<file path="src/rtl/core/htfp_pkg.sv">
// ----------------------------------------------------------------------------
// htfp_pkg
// Shared types and constants for the header/tail frame parser: frame phases,
// register map, register reset values and the result item layout.
// ----------------------------------------------------------------------------
`timescale 1ns / 1ps
`default_nettype none

package htfp_pkg;

  // Largest number of stored bytes in one frame, header bytes included.
  localparam int unsigned MAX_FRAME   = 10;
  // Stored-byte counter width; holds any frame length up to 15.
  localparam int unsigned FRAME_CNT_W = 4;
  // Number of stored bytes kept for field extraction.
  localparam int unsigned RECENT_DEPTH = 5;
  // Number of latched and published fields.
  localparam int unsigned FIELD_NUM   = 4;

  // Configuration register map (word index into the register list).
  localparam int unsigned CFG_ADDR_W   = 4;
  localparam logic [1:0] REG_HEADER_FIRST  = 2'd0;
  localparam logic [1:0] REG_HEADER_SECOND = 2'd1;
  localparam logic [1:0] REG_TAIL_BYTE     = 2'd2;

  // Register reset values.
  localparam logic [7:0] HEADER_FIRST_RST  = 8'h2C;
  localparam logic [7:0] HEADER_SECOND_RST = 8'h12;
  localparam logic [7:0] TAIL_BYTE_RST     = 8'h5B;

  // Frame phases.
  typedef enum logic [1:0] {
    PH_HUNT1   = 2'd0,
    PH_HUNT2   = 2'd1,
    PH_COLLECT = 2'd2,
    PH_CLOSED  = 2'd3
  } phase_t;

  // One result item.
  typedef struct packed {
    logic [7:0] pos_x;
    logic [7:0] pos_y;
    logic [7:0] box_w;
    logic [7:0] box_h;
    logic       updated;
    logic       frame_error;
  } result_t;

endpackage : htfp_pkg

`default_nettype wire

</file>
<file path="src/rtl/core/htfp_core.sv">
// ----------------------------------------------------------------------------
// htfp_core
// Per-byte frame rule: header hunt, data collection, field latching at frame
// close and publication on the byte after close. State advances on each
// accepted item; the result for that item is produced combinationally.
// ----------------------------------------------------------------------------
`timescale 1ns / 1ps
`default_nettype none

module htfp_core
  import htfp_pkg::*;
(
  input  wire logic       clk,
  input  wire logic       rst_n,
  input  wire logic       item_en,
  input  wire logic [7:0] rx_byte,
  input  wire logic [7:0] header_first,
  input  wire logic [7:0] header_second,
  input  wire logic [7:0] tail_byte,
  output result_t         result
);

  phase_t                 phase_r, phase_nxt;
  logic [FRAME_CNT_W-1:0] byte_count_r, byte_count_nxt;
  logic [FRAME_CNT_W-1:0] count_inc;
  logic [7:0]             recent_r    [RECENT_DEPTH];
  logic [7:0]             recent_nxt  [RECENT_DEPTH];
  logic [7:0]             pending_r   [FIELD_NUM];
  logic [7:0]             pending_nxt [FIELD_NUM];
  logic [7:0]             publish_r   [FIELD_NUM];
  logic [7:0]             publish_nxt [FIELD_NUM];
  logic                   complete_r, complete_nxt;
  logic                   upd, err;
  logic                   do_store, do_clear;

  assign count_inc = byte_count_r + FRAME_CNT_W'(1);

  // Phase decision: which of store, clear, close and publish this byte causes.
  always_comb begin
    phase_nxt    = phase_r;
    complete_nxt = complete_r;
    do_store     = 1'b0;
    do_clear     = 1'b0;
    upd          = 1'b0;
    err          = 1'b0;
    for (int i = 0; i < FIELD_NUM; i++) begin
      pending_nxt[i] = pending_r[i];
      publish_nxt[i] = publish_r[i];
    end
    unique case (phase_r)
      PH_HUNT1: begin
        if (rx_byte == header_first) begin
          do_store  = 1'b1;
          phase_nxt = PH_HUNT2;
        end else begin
          do_clear = 1'b1;
        end
      end
      PH_HUNT2: begin
        if (rx_byte == header_second) begin
          do_store  = 1'b1;
          phase_nxt = PH_COLLECT;
        end else begin
          do_clear = 1'b1;
          err      = 1'b1;
        end
      end
      PH_COLLECT: begin
        do_store = 1'b1;
        if (count_inc >= FRAME_CNT_W'(MAX_FRAME) || rx_byte == tail_byte) begin
          phase_nxt    = PH_CLOSED;
          complete_nxt = 1'b1;
          // Four stored bytes before the newest one, oldest first.
          for (int i = 0; i < FIELD_NUM; i++) begin
            pending_nxt[i] = recent_r[FIELD_NUM-1-i];
          end
        end
      end
      PH_CLOSED: begin
        do_clear = 1'b1;
        if (recent_r[0] == tail_byte) begin
          if (complete_r) begin
            upd = 1'b1;
            for (int i = 0; i < FIELD_NUM; i++) begin
              publish_nxt[i] = pending_r[i];
            end
          end
        end else begin
          err = 1'b1;
        end
      end
      default: begin
        do_clear = 1'b1;
      end
    endcase
    // Going back to the hunt also drops the close flag.
    if (do_clear) begin
      phase_nxt    = PH_HUNT1;
      complete_nxt = 1'b0;
    end
  end

  // Stored-byte history and counter.
  always_comb begin
    byte_count_nxt = byte_count_r;
    for (int i = 0; i < RECENT_DEPTH; i++) begin
      recent_nxt[i] = recent_r[i];
    end
    if (do_clear) begin
      byte_count_nxt = '0;
      for (int i = 0; i < RECENT_DEPTH; i++) begin
        recent_nxt[i] = 8'h00;
      end
    end else if (do_store) begin
      byte_count_nxt = count_inc;
      for (int i = RECENT_DEPTH - 1; i > 0; i--) begin
        recent_nxt[i] = recent_r[i-1];
      end
      recent_nxt[0] = rx_byte;
    end
  end

  // State registers advance on each accepted item.
  always_ff @(posedge clk) begin
    if (!rst_n) begin
      phase_r      <= PH_HUNT1;
      byte_count_r <= '0;
      complete_r   <= 1'b0;
      for (int i = 0; i < RECENT_DEPTH; i++) begin
        recent_r[i] <= 8'h00;
      end
      for (int i = 0; i < FIELD_NUM; i++) begin
        pending_r[i] <= 8'h00;
        publish_r[i] <= 8'h00;
      end
    end else if (item_en) begin
      phase_r      <= phase_nxt;
      byte_count_r <= byte_count_nxt;
      complete_r   <= complete_nxt;
      for (int i = 0; i < RECENT_DEPTH; i++) begin
        recent_r[i] <= recent_nxt[i];
      end
      for (int i = 0; i < FIELD_NUM; i++) begin
        pending_r[i] <= pending_nxt[i];
        publish_r[i] <= publish_nxt[i];
      end
    end
  end

  // Result for the byte being accepted.
  always_comb begin
    result.pos_x       = publish_nxt[0];
    result.pos_y       = publish_nxt[1];
    result.box_w       = publish_nxt[2];
    result.box_h       = publish_nxt[3];
    result.updated     = upd;
    result.frame_error = err;
  end

endmodule : htfp_core

`default_nettype wire

</file>
<file path="src/rtl/core/htfp_out_buf.sv">
// ----------------------------------------------------------------------------
// htfp_out_buf
// Two-entry output stage: a result register plus a skid register, so the
// input side can take one more item while a finished result waits downstream.
// ----------------------------------------------------------------------------
`timescale 1ns / 1ps
`default_nettype none

module htfp_out_buf
  import htfp_pkg::*;
(
  input  wire logic clk,
  input  wire logic rst_n,
  input  wire logic push,
  input  result_t   push_data,
  output logic      push_ready,
  output logic      pop_valid,
  input  wire logic pop_ready,
  output result_t   pop_data
);

  logic    main_valid_r, main_valid_nxt;
  logic    skid_valid_r, skid_valid_nxt;
  result_t main_data_r, main_data_nxt;
  result_t skid_data_r, skid_data_nxt;
  logic    pop;

  assign pop        = main_valid_r && pop_ready;
  assign push_ready = !skid_valid_r;
  assign pop_valid  = main_valid_r;
  assign pop_data   = main_data_r;

  // Fill order: the result register first, the skid register when it is held.
  always_comb begin
    main_valid_nxt = main_valid_r;
    skid_valid_nxt = skid_valid_r;
    main_data_nxt  = main_data_r;
    skid_data_nxt  = skid_data_r;
    if (pop) begin
      main_valid_nxt = 1'b0;
    end
    if (pop && skid_valid_r) begin
      main_valid_nxt = 1'b1;
      main_data_nxt  = skid_data_r;
      skid_valid_nxt = 1'b0;
    end
    if (push) begin
      if (!main_valid_r || pop) begin
        main_valid_nxt = 1'b1;
        main_data_nxt  = push_data;
      end else begin
        skid_valid_nxt = 1'b1;
        skid_data_nxt  = push_data;
      end
    end
  end

  // Control flags.
  always_ff @(posedge clk) begin
    if (!rst_n) begin
      main_valid_r <= 1'b0;
      skid_valid_r <= 1'b0;
    end else begin
      main_valid_r <= main_valid_nxt;
      skid_valid_r <= skid_valid_nxt;
    end
  end

  // Payload registers.
  always_ff @(posedge clk) begin
    main_data_r <= main_data_nxt;
    skid_data_r <= skid_data_nxt;
  end

endmodule : htfp_out_buf

`default_nettype wire

</file>
<file path="src/rtl/core/header_tail_frame_parser_unit.sv">
// Each result item enters the output stage when its input item is accepted.
// Throughput: one item per cycle while in_ready is high; the per-byte
// rule is a single pass of logic between the state and result registers.
// A two-entry output stage keeps in_ready high while one result waits.
// Reset (rst_n low, synchronous) returns to header hunt with zeroed history
// and published fields, and restores the register reset values.
// ----------------------------------------------------------------------------
// header_tail_frame_parser_unit
// Byte-serial frame parser with a two-byte header and a tail byte; publishes
// x, y, width and height from each well-formed frame.
// ----------------------------------------------------------------------------
`timescale 1ns / 1ps
`default_nettype none

module header_tail_frame_parser_unit
  import htfp_pkg::*;
(
  input  wire logic                  clk,
  input  wire logic                  rst_n,
  // Input item channel.
  input  wire logic                  in_valid,
  output logic                       in_ready,
  input  wire logic [7:0]            in_rx_byte,
  // Result item channel.
  output logic                       out_valid,
  input  wire logic                  out_ready,
  output logic [7:0]                 out_pos_x,
  output logic [7:0]                 out_pos_y,
  output logic [7:0]                 out_box_w,
  output logic [7:0]                 out_box_h,
  output logic                       out_updated,
  output logic                       out_frame_error,
  // Configuration port.
  input  wire logic                  psel,
  input  wire logic                  penable,
  input  wire logic                  pwrite,
  input  wire logic [CFG_ADDR_W-1:0] paddr,
  input  wire logic [31:0]           pwdata,
  output logic [31:0]                prdata,
  output logic                       pready
);

  logic [7:0] header_first_r;
  logic [7:0] header_second_r;
  logic [7:0] tail_byte_r;
  logic [1:0] reg_index;
  logic       cfg_write;
  logic       in_accept;
  result_t    core_result;
  result_t    out_data;

  assign pready    = 1'b1;
  assign reg_index = paddr[CFG_ADDR_W-1:2];
  assign cfg_write = psel && penable && pwrite && pready;
  assign in_accept = in_valid && in_ready;

  // Configuration register writes.
  always_ff @(posedge clk) begin
    if (!rst_n) begin
      header_first_r  <= HEADER_FIRST_RST;
      header_second_r <= HEADER_SECOND_RST;
      tail_byte_r     <= TAIL_BYTE_RST;
    end else if (cfg_write) begin
      unique case (reg_index)
        REG_HEADER_FIRST:  header_first_r  <= pwdata[7:0];
        REG_HEADER_SECOND: header_second_r <= pwdata[7:0];
        REG_TAIL_BYTE:     tail_byte_r     <= pwdata[7:0];
        default: begin
        end
      endcase
    end
  end

  // Configuration register reads.
  always_comb begin
    prdata = '0;
    unique case (reg_index)
      REG_HEADER_FIRST:  prdata = {24'd0, header_first_r};
      REG_HEADER_SECOND: prdata = {24'd0, header_second_r};
      REG_TAIL_BYTE:     prdata = {24'd0, tail_byte_r};
      default:           prdata = '0;
    endcase
  end

  // Frame rule.
  htfp_core u_core (
    .clk           (clk),
    .rst_n         (rst_n),
    .item_en       (in_accept),
    .rx_byte       (in_rx_byte),
    .header_first  (header_first_r),
    .header_second (header_second_r),
    .tail_byte     (tail_byte_r),
    .result        (core_result)
  );

  // Result register with skid stage.
  htfp_out_buf u_out_buf (
    .clk        (clk),
    .rst_n      (rst_n),
    .push       (in_accept),
    .push_data  (core_result),
    .push_ready (in_ready),
    .pop_valid  (out_valid),
    .pop_ready  (out_ready),
    .pop_data   (out_data)
  );

  assign out_pos_x       = out_data.pos_x;
  assign out_pos_y       = out_data.pos_y;
  assign out_box_w       = out_data.box_w;
  assign out_box_h       = out_data.box_h;
  assign out_updated     = out_data.updated;
  assign out_frame_error = out_data.frame_error;

endmodule : header_tail_frame_parser_unit

`default_nettype wire

</file>
<file path="config.mk">
export PLATFORM = sky130hd
export DESIGN_NAME = header_tail_frame_parser_unit
export DESIGN_NICKNAME = d
export VERILOG_FILES = /design/src/rtl/core/htfp_pkg.sv /design/src/rtl/core/htfp_core.sv /design/src/rtl/core/htfp_out_buf.sv /design/src/rtl/core/header_tail_frame_parser_unit.sv
export SDC_FILE = /design/constraint.sdc
export NUM_CORES = 1
export LEC_CHECK = 0
export ABC_AREA = 1
export BUFFER_PORTS_ARGS = -buffer_cell sky130_fd_sc_hd__buf_2
export CORE_ASPECT_RATIO = 1.75
export CORE_MARGIN = 3
export CORE_UTILIZATION = 45
export CTS_CLUSTER_SIZE = 20
export DETAILED_ROUTE_END_ITERATION = 6
export GPL_TIMING_DRIVEN = 0
export MAX_ROUTING_LAYER = met4
export PLACE_DENSITY = 0.68
export SYNTH_ARGS = -nofsm -noshare
export SYNTH_HDL_FRONTEND = slang
export SYNTH_SLANG_ARGS = --single-unit
</file>
<file path="constraint.sdc">
create_clock -name clk -period 2.7 [get_ports clk]
set_input_delay 0.405 -clock clk [delete_from_list [all_inputs] [get_ports clk]]
set_output_delay 0.405 -clock clk [all_outputs]
set_load 0.05 [all_outputs]
</file>
==> results.json <==
{
  "core_area_um2": 19400,
  "rows": 67,
  "root_buffer": "clkbuf_16",
  "syn_area_per_cell_um2": 9.72,
  "drt_drc_violations_left": 0,
  "powerDensity_nw_per_um2": 778,
  "grtUsageTotal_pct": 18.4,
  "grt_pass1_vias": 6155,
  "die_y_um": 192,
  "endpoint_kind": "flop",
  "cp_data_arrival_time_ns": 2.26,
  "syn_area_um2": 8930,
  "yosysSeqAreaShare_pct": 58.7,
  "min_period_over_period_pct": 83.1,
  "ys_seq_elements": 197,
  "slew_headroom_pct": 43.0,
  "grt_max_degree": 33,
  "antenna_cells": 0,
  "min_path_type": "in -> reg",
  "fill_cells": 1735,
  "drive_gt1_share_pct": 21.5,
  "r2r_setup_slack_ns": 0.46,
  "drv_cap": 0,
  "hpwl_um": 13600,
  "timing.fmax_mhz": 445,
  "port_buffers": 68,
  "yosysWarnings": 0,
  "area_growth_pct": 15.0,
  "cts.sinks": 197,
  "setup.worst_path.class": "reg -> reg",
  "vias": 6163,
  "cts_tree": "done",
  "synth_cell_type_count": 30,
  "antenna_found_initial": 0,
  "final_max_slew_viol_count": 0,
  "start_util_pct": 46.1,
  "top_usage_layer": "met2",
  "place.gp.congestion": 0.819,
  "h-tree-depth": 4,
  "worstPathRequired_ns": 2.72,
  "synth.top_cell.area_share_pct": 43.7,
  "ant_nets": 0,
  "wl_per_cell_um": 14.5,
  "final_cell_mix": "176 x nand2_1, 142 x inv_1, 131 x nor2_1",
  "postCtsSetupRepairBufs": 0,
  "clk_pin_slew_ns": 0.08,
  "io_pins": 120,
  "synth.area.top_cells": "edfxtp_1 44%, dfxtp_1 15%, nand2_1 7.5%",
  "layout_commonest_cell": "nand2_1",
  "grt_pass1_wl_um": 30600,
  "numCtsBuffers": 17,
  "met3_usage_pct": 2.89,
  "routed_wl_um": 18600,
  "cts_buffer_depth": 2,
  "postCtsHoldBufs": 0,
  "irDropWorstVdd_uv": 433,
  "viasPerCell": 4.80,
  "synth_cells": 919,
  "dieArea_um2": 21600,
  "grtUsageMet2_pct": 35.6,
  "start_kind": "flop",
  "fin_nets": 1089,
  "design_area_um2": 10300,
  "min_period_ns": 2.24,
  "path_max_fanout": 32,
  "finalSetupViolations": 0,
  "p_leak_uw": 0.00466,
  "hold_viol_final": 0,
  "hold-worst-slack_ns": 0.209,
  "cts-resized-gates": 0,
  "clkLatencyLatePin_ns": 0.44,
  "overflow": 0,
  "chipWidth_um": 113,
  "status": "complete, no violations",
  "max_slew.worst_pin.slew_ns": 0.852,
  "synth_top_cell_by_area": "edfxtp_1",
  "grtUsageMet1_pct": 18.5,
  "dpl_cell_area_um2": 9700,
  "dr.pass1.iters": 5,
  "rsz0062_at_grt": "false",
  "fin_skew_ns": 0.0192,
  "drt_iter0_drc": 336
}
## Yosys cell counts
cell type / n
nand2_2: 2
o211ai_1: 9
nor2_1: 132
nor2_2: 2
a21oi_2: 1
o21ai_2: 32
or2_2: 1
o21ai_0: 21
a21oi_1: 42
edfxtp_1: 130
xnor2_1: 15
o221ai_1: 5
o22ai_2: 4
buf_4: 26
clkbuf_1: 18
clkinv_1: 2
nand2_1: 178
inv_1: 142
ha_1: 8
conb_1: 2
buf_2: 7
inv_2: 5
dfxtp_1: 67
nand4_1: 6
o31ai_1: 1
nand3_2: 2
buf_6: 8
nand2_4: 2
nand3_1: 21
a22oi_2: 28
## stage by stage
step                      utilization, %  worst slack, ns  power [uW]  setup TNS [ns]  cells
after global routing                53.1            0.250        8370               0   1284
after global placement              49.9           -0.693        5600          -39.79   1251
after CTS                           53.0           0.0863        8060               0   1284
after detailed placement            50.1           -0.311        5640          -12.94   1252
after floorplan                        -            0.206        5210               0    942
final                               53.1            0.455        8000               0   1284
## state kept, by name (all words and copies together) (netlist names)
register and flops:
header_first_r 8, u_out_buf.skid_data_r 34, u_core.byte_count_r 4, header_second_r 8
u_core.pending_r 32, u_core.phase_r 2, u_core.publish_r 32, u_core.complete_r 1
u_out_buf.pop_valid 1, u_out_buf.pop_data 34, u_out_buf.skid_valid_r 1, tail_byte_r 8
u_core.recent_r 32
## worst max-delay path, stage by stage, from the launching register on
cell,delay [ns]
dfxtp_1,0.33
inv_1,0.07
nand2_1,0.06
nand4_1,0.11
nor2_1,0.28
nand2_1,0.11
nand2_2,0.10
nand3_2,0.10
nand2_4,0.11
inv_2,0.05
nand2_2,0.13
nand3_4,0.38
## power by group
group | internal (uW) | switching, uW | leakage (uW)
clock | 1230 | 1210 | 0.000275
sequential | 3640 | 160 | 0.00190
combinational | 487 | 1270 | 0.00249
total | 5360 | 2640 | 0.00466
## per-layer routing
| layer | part of all wire [%] | vias to the layer above | wire (um) |
|---|---|---|---|
| met2 | 57 | 126 | 10600 |
| met4 | 1.9 | 0 | 354 |
| li1 | - | 3142 | - |
| met3 | 3.6 | 22 | 674 |
| met1 | 37 | 2873 | 6890 |
| met5 | 0 | - | 0 |
## layout make-up
type | count | area (um2) | share of cell area, %
timing repair buffer | 69 | 360 | 3.51
clock buffer | 17 | 425 | 4.14
buffer | 59 | 388 | 3.77
inverter | 149 | 559 | 5.44
clock inverter | 15 | 141 | 1.38
sequential | 197 | 5250 | 51.0
multi-input combinational | 537 | 2850 | 27.8
tap | 241 | 302 | 2.93
## worst paths after layout
kind,startpoint,depth (start not counted),end
setup reg to reg,header_second_r[3]$_SDFFE_PN0P_,11,u_core.recent_r[0][2]$_SDFFCE_PP0P_
setup / recovery,header_second_r[3]$_SDFFE_PN0P_,11,u_core.recent_r[0][2]$_SDFFCE_PP0P_
hold reg to reg,u_core.complete_r$_SDFFE_PN0P_,2,u_core.complete_r$_SDFFE_PN0P_
hold / removal,pwdata[4],3,tail_byte_r[4]$_SDFFE_PN1P_
## cells by family (layout without fill, tap and decap cells)
group                      Yosys count  count (layout)  synth area share (%)
AOI/OAI and AO/OA                  143             143                  12.6
xor gates and xnor gates            15              15                  1.47
adders and majority gates            8               8                  1.12
buffers and inverters              208             309                  10.6
DFF                                197             197                  58.7
other                                2              25                0.0841
and+or+nand+nor                    346             346                  15.4
(Power assumes the default switching activity.)
